**src/mpr_pkg.sv**
```systemverilog
`default_nettype none
// ----------------------------------------------------------------------------
// mpr_pkg
// Shared widths, register indexes and reset values of the masked pixel to
// RGB888 converter.
// ----------------------------------------------------------------------------
package mpr_pkg;

	localparam int RAW_W      = 32;
	localparam int WORD_W     = 32;
	localparam int MASK_W     = 32;
	localparam int QUOT_W     = 8;
	localparam int NUM_W      = MASK_W + QUOT_W;
	localparam int CHAN_N     = 3;
	localparam int BPP_W      = 3;
	localparam int CFG_IDX_W  = 3;
	localparam int CFG_DATA_W = 32;
	localparam int STAGES     = 2 + QUOT_W;

	typedef logic [WORD_W-1:0] word_t;
	typedef logic [MASK_W-1:0] mask_t;
	typedef logic [NUM_W-1:0]  num_t;
	typedef logic [QUOT_W-1:0] quot_t;

	localparam logic [CFG_IDX_W-1:0] REG_BPP   = 3'd0;
	localparam logic [CFG_IDX_W-1:0] REG_LE    = 3'd1;
	localparam logic [CFG_IDX_W-1:0] REG_RMASK = 3'd2;
	localparam logic [CFG_IDX_W-1:0] REG_GMASK = 3'd3;
	localparam logic [CFG_IDX_W-1:0] REG_BMASK = 3'd4;

	localparam logic [BPP_W-1:0] BPP_RST   = 3'd4;
	localparam logic             LE_RST    = 1'b1;
	localparam mask_t            RMASK_RST = 32'h00FF_0000;
	localparam mask_t            GMASK_RST = 32'h0000_FF00;
	localparam mask_t            BMASK_RST = 32'h0000_00FF;

endpackage
`default_nettype wire

```
**src/masked_pixel_to_rgb888_core.sv**
```systemverilog
`default_nettype none
// ----------------------------------------------------------------------------
// masked_pixel_to_rgb888_core
// Converts one raw pixel of 1 to 4 bytes into an RGB888 triple using three
// configurable channel masks, with rounded scaling to 0..255.
//
// Pixel channel: raw_bytes with pix_valid / pix_stall. Result channel: red,
// green, blue with rgb_valid / rgb_stall. An item moves on a clock edge with
// valid high and stall low.
// Configuration: cfg_we, cfg_index, cfg_wdata; write only while no item is
// in flight. Index 0 bytes per pixel, 1 little endian, 2..4 red, green and
// blue masks. Unknown indexes are ignored.
// The pipeline stages are byte assembly, dividend build, then one register
// stage per quotient bit of the 8-step restoring divider.
// Throughput is one item per cycle while rgb_stall is low; every stage carries its own valid bit
// and advances whenever the stage behind it is free.
// When rgb_stall is high the result holds and the pipeline keeps filling
// its empty stages; pix_stall rises once every stage is occupied.
// Reset clears all valid bits and loads the default XRGB8888 settings:
// 4 bytes, little endian, masks 0x00FF0000, 0x0000FF00, 0x000000FF.
// ----------------------------------------------------------------------------
module masked_pixel_to_rgb888_core
	import mpr_pkg::*;
(
	input  wire logic                  clk,
	input  wire logic                  arst_n,
	input  wire logic                  cfg_we,
	input  wire logic [CFG_IDX_W-1:0]  cfg_index,
	input  wire logic [CFG_DATA_W-1:0] cfg_wdata,
	input  wire logic                  pix_valid,
	output logic                       pix_stall,
	input  wire logic [RAW_W-1:0]      raw_bytes,
	output logic                       rgb_valid,
	input  wire logic                  rgb_stall,
	output logic [7:0]                 red,
	output logic [7:0]                 green,
	output logic [7:0]                 blue
);

	logic [BPP_W-1:0] bpp_q;
	logic             le_q;
	mask_t            mask_q [CHAN_N];

	logic [STAGES-1:0] vld_q;
	logic [STAGES:0]   rdy;

	word_t word_s1;
	num_t  rem_a  [CHAN_N][QUOT_W];
	quot_t quot_a [CHAN_N][QUOT_W+1];

	// configuration registers
	always_ff @(posedge clk or negedge arst_n) begin
		if (!arst_n) begin
			bpp_q     <= BPP_RST;
			le_q      <= LE_RST;
			mask_q[0] <= RMASK_RST;
			mask_q[1] <= GMASK_RST;
			mask_q[2] <= BMASK_RST;
		end else if (cfg_we) begin
			unique case (cfg_index)
				REG_BPP:   bpp_q     <= cfg_wdata[BPP_W-1:0];
				REG_LE:    le_q      <= cfg_wdata[0];
				REG_RMASK: mask_q[0] <= cfg_wdata[MASK_W-1:0];
				REG_GMASK: mask_q[1] <= cfg_wdata[MASK_W-1:0];
				REG_BMASK: mask_q[2] <= cfg_wdata[MASK_W-1:0];
				default: ;
			endcase
		end
	end

	// stage flow control
	assign rdy[STAGES] = !rgb_stall;
	for (genvar k = 0; k < STAGES; k++) begin : g_rdy
		assign rdy[k] = !vld_q[k] || rdy[k+1];
	end

	always_ff @(posedge clk or negedge arst_n) begin
		if (!arst_n) begin
			vld_q <= '0;
		end else begin
			for (int k = 0; k < STAGES; k++) begin
				if (rdy[k]) begin
					vld_q[k] <= (k == 0) ? pix_valid : vld_q[(k == 0) ? 0 : k-1];
				end
			end
		end
	end

	assign pix_stall = !rdy[0];
	assign rgb_valid = vld_q[STAGES-1];

	mpr_word_asm u_asm (
		.clk             (clk),
		.en              (rdy[0]),
		.raw_bytes       (raw_bytes),
		.bytes_per_pixel (bpp_q),
		.little_endian   (le_q),
		.word_s1         (word_s1)
	);

	for (genvar c = 0; c < CHAN_N; c++) begin : g_chan
		mpr_num_prep u_prep (
			.clk    (clk),
			.en     (rdy[1]),
			.word   (word_s1),
			.mask   (mask_q[c]),
			.num_s2 (rem_a[c][0])
		);

		assign quot_a[c][0] = '0;

		for (genvar j = 0; j < QUOT_W; j++) begin : g_step
			if (j == QUOT_W-1) begin : g_last
				mpr_div_step #(
					.BIT (QUOT_W-1-j)
				) u_step (
					.clk     (clk),
					.en      (rdy[2+j]),
					.mask    (mask_q[c]),
					.rem_in  (rem_a[c][j]),
					.quot_in (quot_a[c][j]),
					.rem_s   (),
					.quot_s  (quot_a[c][j+1])
				);
			end else begin : g_mid
				mpr_div_step #(
					.BIT (QUOT_W-1-j)
				) u_step (
					.clk     (clk),
					.en      (rdy[2+j]),
					.mask    (mask_q[c]),
					.rem_in  (rem_a[c][j]),
					.quot_in (quot_a[c][j]),
					.rem_s   (rem_a[c][j+1]),
					.quot_s  (quot_a[c][j+1])
				);
			end
		end
	end

	assign red   = quot_a[0][QUOT_W];
	assign green = quot_a[1][QUOT_W];
	assign blue  = quot_a[2][QUOT_W];

endmodule
`default_nettype wire

```
**src/mpr_word_asm.sv**
```systemverilog
`default_nettype none
// ----------------------------------------------------------------------------
// mpr_word_asm
// First stage: gathers the valid bytes of a raw pixel into a pixel word in
// the configured byte order.
// ----------------------------------------------------------------------------
module mpr_word_asm
	import mpr_pkg::*;
(
	input  wire logic             clk,
	input  wire logic             en,
	input  wire logic [RAW_W-1:0] raw_bytes,
	input  wire logic [BPP_W-1:0] bytes_per_pixel,
	input  wire logic             little_endian,
	output word_t                 word_s1
);

	word_t word_le;
	word_t word_be;

	always_comb begin
		unique case (bytes_per_pixel)
			3'd0: begin
				word_le = '0;
				word_be = '0;
			end
			3'd1: begin
				word_le = {24'd0, raw_bytes[7:0]};
				word_be = {24'd0, raw_bytes[7:0]};
			end
			3'd2: begin
				word_le = {16'd0, raw_bytes[15:0]};
				word_be = {16'd0, raw_bytes[7:0], raw_bytes[15:8]};
			end
			3'd3: begin
				word_le = {8'd0, raw_bytes[23:0]};
				word_be = {8'd0, raw_bytes[7:0], raw_bytes[15:8], raw_bytes[23:16]};
			end
			default: begin
				word_le = raw_bytes;
				word_be = {raw_bytes[7:0], raw_bytes[15:8], raw_bytes[23:16],
					raw_bytes[31:24]};
			end
		endcase
	end

	always_ff @(posedge clk) begin
		if (en) begin
			word_s1 <= little_endian ? word_le : word_be;
		end
	end

endmodule
`default_nettype wire

```
**src/mpr_num_prep.sv**
```systemverilog
`default_nettype none
// ----------------------------------------------------------------------------
// mpr_num_prep
// Second stage: builds the rounding dividend of one channel,
// (word & mask) * 255 + half, kept at the mask's bit position.
// ----------------------------------------------------------------------------
module mpr_num_prep
	import mpr_pkg::*;
(
	input  wire logic  clk,
	input  wire logic  en,
	input  wire word_t word,
	input  wire mask_t mask,
	output num_t       num_s2
);

	num_t fld;
	num_t half;

	// half of the shifted-down maximum, moved back up to the mask position
	assign fld  = {{(NUM_W-MASK_W){1'b0}}, word & mask};
	assign half = {{(NUM_W-MASK_W){1'b0}}, (mask & (mask - 1'b1)) >> 1};

	always_ff @(posedge clk) begin
		if (en) begin
			num_s2 <= (fld << QUOT_W) - fld + half;
		end
	end

endmodule
`default_nettype wire

```
**src/mpr_div_step.sv**
```systemverilog
`default_nettype none
// ----------------------------------------------------------------------------
// mpr_div_step
// One restoring division stage: decides one quotient bit of
// dividend / mask and passes the partial remainder on.
// ----------------------------------------------------------------------------
module mpr_div_step
	import mpr_pkg::*;
#(
	parameter int BIT = 0
) (
	input  wire logic  clk,
	input  wire logic  en,
	input  wire mask_t mask,
	input  wire num_t  rem_in,
	input  wire quot_t quot_in,
	output num_t       rem_s,
	output quot_t      quot_s
);

	num_t  dsh;
	logic  take;
	quot_t quot_nxt;

	assign dsh  = {{(NUM_W-MASK_W){1'b0}}, mask} << BIT;
	// zero mask never sets a bit, so the channel reads 0
	assign take = (mask != '0) && (rem_in >= dsh);

	always_comb begin
		quot_nxt      = quot_in;
		quot_nxt[BIT] = take;
	end

	always_ff @(posedge clk) begin
		if (en) begin
			rem_s  <= take ? rem_in - dsh : rem_in;
			quot_s <= quot_nxt;
		end
	end

endmodule
`default_nettype wire
```
**config.mk**
```make
export PLATFORM = sky130hd
export DESIGN_NAME = masked_pixel_to_rgb888_core
export DESIGN_NICKNAME = d
export VERILOG_FILES = /design/src/mpr_pkg.sv /design/src/masked_pixel_to_rgb888_core.sv /design/src/mpr_word_asm.sv /design/src/mpr_num_prep.sv /design/src/mpr_div_step.sv
export SDC_FILE = /design/constraint.sdc
export NUM_CORES = 2
export LEC_CHECK = 0
export BUFFER_PORTS_ARGS = -buffer_cell sky130_fd_sc_hd__buf_2
export CAP_MARGIN = 20
export CORE_MARGIN = 3
export CORE_UTILIZATION = 35
export DETAILED_ROUTE_END_ITERATION = 6
export GPL_TIMING_DRIVEN = 0
export PLACE_DENSITY = 0.56
export SYNTH_ARGS = -nofsm -noshare
export SYNTH_HDL_FRONTEND = slang
export SYNTH_SLANG_ARGS = --single-unit
```
**constraint.sdc**
```tcl
create_clock -name clk -period 23 [get_ports clk]
set_input_delay 3.45 -clock clk [delete_from_list [all_inputs] [get_ports clk]]
set_output_delay 3.45 -clock clk [all_outputs]
set_load 0.1 [all_outputs]
```
Word-level counts from Yosys, hierarchy flattened
Index checks and enable logic that the tools add are counted.

$add $sub $neg: 30. Multiply operators: 0. Divide/modulo/power cells: 0. $lt $le $gt $ge: 24. Eq/ne operators: 7. Shift operators: 0. Muxes and demuxes: 24. Bitwise operators: 6. Reduce and logical (&&, ||, !) cells: 56.

Operators by type and width (count): two-way mux 40 bit (21); one-hot mux 32 bit (4 select lines) (2); bitwise AND 32 bit (6); adder 40 x 31 -> 40 bit (3); >= comparator 40 x 32 -> 1 bit (3); >= comparator 40 x 33 -> 1 bit (3); >= comparator 40 x 34 -> 1 bit (3); >= comparator 40 x 35 -> 1 bit (3); >= comparator 40 x 36 -> 1 bit (3); >= comparator 40 x 37 -> 1 bit (3); >= comparator 40 x 38 -> 1 bit (3); >= comparator 40 x 39 -> 1 bit (3); subtractor 40 x 32 -> 40 bit (3); subtractor 40 x 33 -> 40 bit (3); subtractor 40 x 34 -> 40 bit (3); subtractor 40 x 35 -> 40 bit (3); subtractor 40 x 36 -> 40 bit (3); subtractor 40 x 37 -> 40 bit (3); subtractor 40 x 38 -> 40 bit (3); subtractor 40 x 39 -> 40 bit (3); nonzero test 32 bit (3); subtractor 32 x 1 -> 32 bit, second input constant (3); two-way mux 32 bit (1); logical AND 1 bit (24); 7 further kinds (36).

Flip-flop bits (word level): 1210. Latch bits: 0. RAM bits: 0. ROM bits: 0. Input bits: 72. Output and inout port bits: 26. Word-level logic and storage cells: 211. Memories kept: 0.

Depth between registers and ports, before layout
Depth in word-level cells: 12. Mapped depth: 21. Depth with buffers taken out: 19.

Hierarchy
From an unflattened synthesis, not the netlist that was laid out.

Cells, all modules: 12082. Area total of the unflattened synthesis: 113795.4 um2.

Modules (own cells, without submodules): mpr_div_step (g_chan[0].g_step[0].g_mid.u_step ...) (instances 3, cells an instance 390, area an instance 3683.5 um2, seq. area each 1441.4 um2); mpr_num_prep (g_chan[0].u_prep ...) (instances 2, cells an instance 526, area an instance 4553.1 um2, seq. area each 1201.2 um2); mpr_div_step (g_chan[0].g_step[4].g_mid.u_step ...) (instances 2, cells an instance 411, area an instance 4048.9 um2, seq. area each 1441.4 um2); mpr_div_step (g_chan[0].g_step[6].g_mid.u_step ...) (instances 2, cells an instance 432, area an instance 4021.4 um2, seq. area each 1441.4 um2); mpr_div_step (g_chan[1].g_step[1].g_mid.u_step ...) (instances 2, cells an instance 421, area an instance 3967.6 um2, seq. area each 1441.4 um2); mpr_div_step (g_chan[0].g_step[5].g_mid.u_step ...) (instances 2, cells an instance 448, area an instance 3960.0 um2, seq. area each 1441.4 um2); mpr_div_step (g_chan[0].g_step[7].g_last.u_step ...) (instances 2, cells an instance 440, area an instance 3957.5 um2, seq. area each 1441.4 um2); mpr_num_prep (g_chan[2].u_prep) (instances 1, cells an instance 522, area an instance 4601.9 um2, seq. area each 1201.2 um2); masked_pixel_to_rgb888_core (instances 1, cells an instance 256, area an instance 4410.5 um2, seq. area each 2785.2 um2); mpr_div_step (g_chan[2].g_step[7].g_last.u_step) (instances 1, cells an instance 438, area an instance 4137.7 um2, seq. area each 1441.4 um2); mpr_div_step (g_chan[2].g_step[5].g_mid.u_step) (instances 1, cells an instance 431, area an instance 3966.3 um2, seq. area each 1441.4 um2); mpr_div_step (g_chan[2].g_step[6].g_mid.u_step) (instances 1, cells an instance 410, area an instance 3960.0 um2, seq. area each 1441.4 um2); mpr_div_step (g_chan[2].g_step[3].g_mid.u_step) (instances 1, cells an instance 447, area an instance 3955.0 um2, seq. area each 1441.4 um2); mpr_div_step (g_chan[2].g_step[4].g_mid.u_step) (instances 1, cells an instance 446, area an instance 3947.5 um2, seq. area each 1441.4 um2); 7 more rows.

Least setup slack after synthesis
Ideal clock, no wire load.

Kind: input to output. Start point: input port rgb_stall. End point: output port pix_stall. Arrival time: 10.617 ns. Data required time: 19.550 ns. Path slack: 8.933 ns. Cell stages on the path: 6. Path buffers: 0. Cells stage by stage: and3_1 > and3_1 > nand4_1 > nor2_1 > nand3_1 > inv_1.

Word-level cells in the longest chain between the ends: 12.

Ends and longest elaborated chain: start: declaration (RTL line masked_pixel_to_rgb888_core.sv:34) `input wire logic rgb_stall,`; zero test 1 bit (RTL line masked_pixel_to_rgb888_core.sv:72) `assign rdy[STAGES] = !rgb_stall;`; logical OR 1 bit (7 in a row) (RTL line masked_pixel_to_rgb888_core.sv:74) `assign rdy[k] = !vld_q[k] || rdy[k+1];`; via g_chan[0].g_step[1].g_mid.u_step.en (RTL line mpr_div_step.sv:13) `input wire logic en,`; logical OR 1 bit (3 in a row) (RTL line masked_pixel_to_rgb888_core.sv:74); zero test 1 bit (RTL line masked_pixel_to_rgb888_core.sv:89) `assign pix_stall = !rdy[0];`; end: declaration (RTL line masked_pixel_to_rgb888_core.sv:31) `output logic pix_stall,`.

The timed path passes the listed nets, and every way through them passes these cells.

Worst setup path in the final report
Same ends and word-level chain as after synthesis.

==> flow_summary.toml <==
[run]
cap_violations = 0

[worst_setup_path]
critPathLaunchType = "input pin"
rr_endpoint = "g_chan[0].u_prep.num_s2[38]"
reg2reg_slack_ns = 16.68
crit_slowest_cell = "nand4_1"
rr_worst_depth = 18
critPathMaxStageDelay_ns = 0.75
required_ns = 19.55
arrival_ns = 6.98
r2r-start = "mask_q[65]"
worstPathMaxFanout = 13
worstPathCellList = "buf_2 > and3_1 > and3_1 > nand4_1 > buf_8 > nor2_1 > nand3_2 > inv_1 > buf_2"
crit_type = "input pin to output pin"
endpoint_kind = "output pin"

[yosys]
yosys_warnings = 0
synth-main-ff-cell = "edfxtp_1"
yosysUniqueCellTypes = 92
netlist_area_um2 = 93030
synth_edf_count = 1100
syn_area_per_cell_um2 = 9.553
synth.net_count = 10812
ys_seq_area_share_pct = 38.50
synthCells = 9738
yosys.area_share.simple_pct = 14.05
synth-xor-area-share_pct = 6.967
synthAdderAreaFrac_pct = 14.23
synth_seq_cells = 1210
synth.mux.area_fraction_pct = 2.905
synth_top_family_by_area = "compound AO/OA/AOI/OAI gates"
synth-async-reset-ratio_pct = 9.091
synth_compound_area_share_pct = 20.11

[pwr]
vdd_drop_max_mv = 0.07061
power.density_nw_per_um2 = 182.0
p_total_w = 0.01887
p_leak_nw = 41.89

[worst_hold_path]
whs_endpoint = "g_chan[1].g_step[4].g_mid.u_step.quot_s[7]"
hold_class = "register to register"
hold_depth = 0
holdCritStartpoint = "g_chan[1].g_step[3].g_mid.u_step.quot_s[7]"

[status]
run_status = "finished clean"

[placement]
place.gp.congestion = 0.9319
dp_cells = 13373
dp_hpwl_mm = 233.1
portBuffers = 97

[sta]
setup_viol = 0
min_period_over_period_pct = 45.36
finalHoldViolations = 0
fin_setup_tns_ns = 0
skew_ns = 0.08446
fin_crit_ns = 10.43
maxSlewViolCount = 0
clock.fmax_ghz = 0.09584
worst_slew_pin_slew_ns = 1.033
rsz0062_at_grt = "false"
fin_hold_ws_ns = 0.3782
relSlewSlack_pct = 29.33

[finish]
nNetsFinal = 11091
final_cells = 13666
n_fill_cell = 26055
final_core_util_pct = 39.34
syn_to_final_growth_pct = 11.40
layout-drive-gt1-share_pct = 7.371

[clocking]
postCtsSetupBuffers = 0
hold_buffers = 0
cts_num_sinks = 1210
cts.clk_slew.worst_paths_ns = 0.06
cts_buffer_depth = 4
cts-buffers-inserted = 157
cts_tree = "built"
cts_resized = 0
cts-htree-levels = 4
worst_skew_pair.late_latency_ns = 0.85
clockRootBuffer = "clkbuf_16"

[route]
viasPerCell = 5.529
antenna_left = 0
drc_errors = 0
drt-pass1-iter-count = 6
wl_per_cell_um = 21.18
wl_mm = 289.4
vias = 75564
first_iter_violations = 6595

[die]
die_height_um = 521.6
pin_count = 98
dieArea_um2 = 272000
die-width_um = 521.6
fp-row-count = 188
core-area_um2 = 263500
start_util_pct = 35.31

[global_route]
grtUsageTotal_pct = 20.64
antenna_found_initial = 32
overflow = 0
grt_max_degree = 90
grt_pass1_vias = 73513
grt_pass1_wl_mm = 437.0
where the power goes:
group	switching, W	internal (W)
sequential	0.000801	0.00428
combinational	0.00659	0.00472
clock	0.000985	0.00150
total	0.00837	0.0105
worst max-delay path: cells and delay by family:
| kind | cells | cell delay [ns] |
|---|---|---|
| buffers and inverters | 4 | 1.31 |
| and+or+nand+nor | 5 | 2.20 |
metal layers:
layer  GRT usage (%)  up-vias  part of all wire, %
met5               0        -                0.023
met4           7.398       10                  4.0
met3           2.893      509                  5.7
met2           32.56     2326                   44
met1           28.78    36013                   46
li1                -    36706                    -
through the flow:
stage          setup slack, ns  cell area, um^2
2_1_floorplan            8.933            93030
3_3_place_gp             5.118            97920
3_5_place_dp             12.46            98460
4_1_cts                  12.44           103600
5_1_grt                  12.26           103600
6_report                 12.57           103600
how the worst max path moves through the flow:
| stage | start | endpoint | slack [ns] | cells past startpoint |
|---|---|---|---|---|
| global placement | rgb_stall | pix_stall | 5.12 | 8 |
| detailed placement | rgb_stall | pix_stall | 12.46 | 9 |
| global route | rgb_stall | pix_stall | 12.26 | 9 |
| floorplan | rgb_stall | pix_stall | 8.93 | 6 |
| finish | rgb_stall | pix_stall | 12.57 | 9 |
| CTS | rgb_stall | pix_stall | 12.44 | 9 |
final cells by class:
class                           count  area (um^2)  area share, %
Clock buffer                      184         4135          3.990
Clock inverter                     92         1005         0.9694
Tap cell                         3515         4398          4.243
Buffer                            254         1037          1.001
Inverter                          527         1993          1.923
Antenna cell                       17        42.54        0.04105
Timing Repair Buffer              120        957.2         0.9235
Sequential cell                  1210        35820          34.56
Multi-Input combinational cell   7747        54260          52.35
cells in the final DEF, fill, tap and decap left out, types with 110 or more instances in the layout:
| cell type | n |
|---|---|
| a21o_1 | 450 |
| a21oi_1 | 760 |
| buf_2 | 142 |
| clkbuf_1 | 196 |
| clkbuf_16 | 161 |
| edfxtp_1 | 1100 |
| ha_1 | 909 |
| inv_1 | 519 |
| mux2_2 | 224 |
| nand2_1 | 1120 |
| nand2b_1 | 123 |
| nand3_1 | 174 |
| nand4_1 | 137 |
| nor2_1 | 465 |
| nor2b_1 | 145 |
| nor3_1 | 168 |
| o21a_1 | 110 |
| o21ai_0 | 952 |
| xnor2_1 | 423 |
| xor2_1 | 317 |
state kept, by name (all words and copies together) (netlist names):
register / count
u_asm.word_s1: 32
g_chan.g_step.g_mid.u_step.quot_s: 84
mask_q: 96
g_chan.g_step.g_last.u_step.quot_s: 24
g_chan.g_step.g_mid.u_step.rem_s: 840
bpp_q: 3
g_chan.u_prep.num_s2: 120
vld_q: 10
le_q: 1
synthesized netlist by cell type, types with 91 or more instances:
master | n | area share (%)
nand4_1 | 137 | 0.92
xnor2_1 | 423 | 4.0
o31ai_1 | 99 | 0.80
fa_1 | 93 | 2.0
o21bai_1 | 96 | 0.77
nand2b_1 | 123 | 0.83
clkbuf_1 | 175 | 0.71
nor2b_1 | 145 | 0.98
xor2_1 | 317 | 3.0
nor2_1 | 465 | 1.9
inv_1 | 522 | 2.1
a21o_1 | 450 | 3.6
a31oi_1 | 91 | 0.61
nand3_1 | 176 | 0.95
ha_1 | 909 | 12
edfxtp_1 | 1100 | 36
mux2_2 | 224 | 2.7
nand2_1 | 1124 | 4.5
o21a_1 | 110 | 0.89
o21ai_0 | 952 | 5.1
a21oi_1 | 760 | 4.1
nor3_1 | 168 | 0.90
cell families (layout without fill, tap and decap cells):
logic type,count (synthesis),count (layout)
AO/OA/AOI/OAI,3023,3023
XOR/XNOR,740,740
adder cells (fa/ha/maj),1002,1002
buffers and inverters,781,1177
flip-flops,1210,1210
multiplexers,242,242
other,0,17
AND/OR/NAND/NOR,2740,2740
Power figures use the tool's default switching activity.
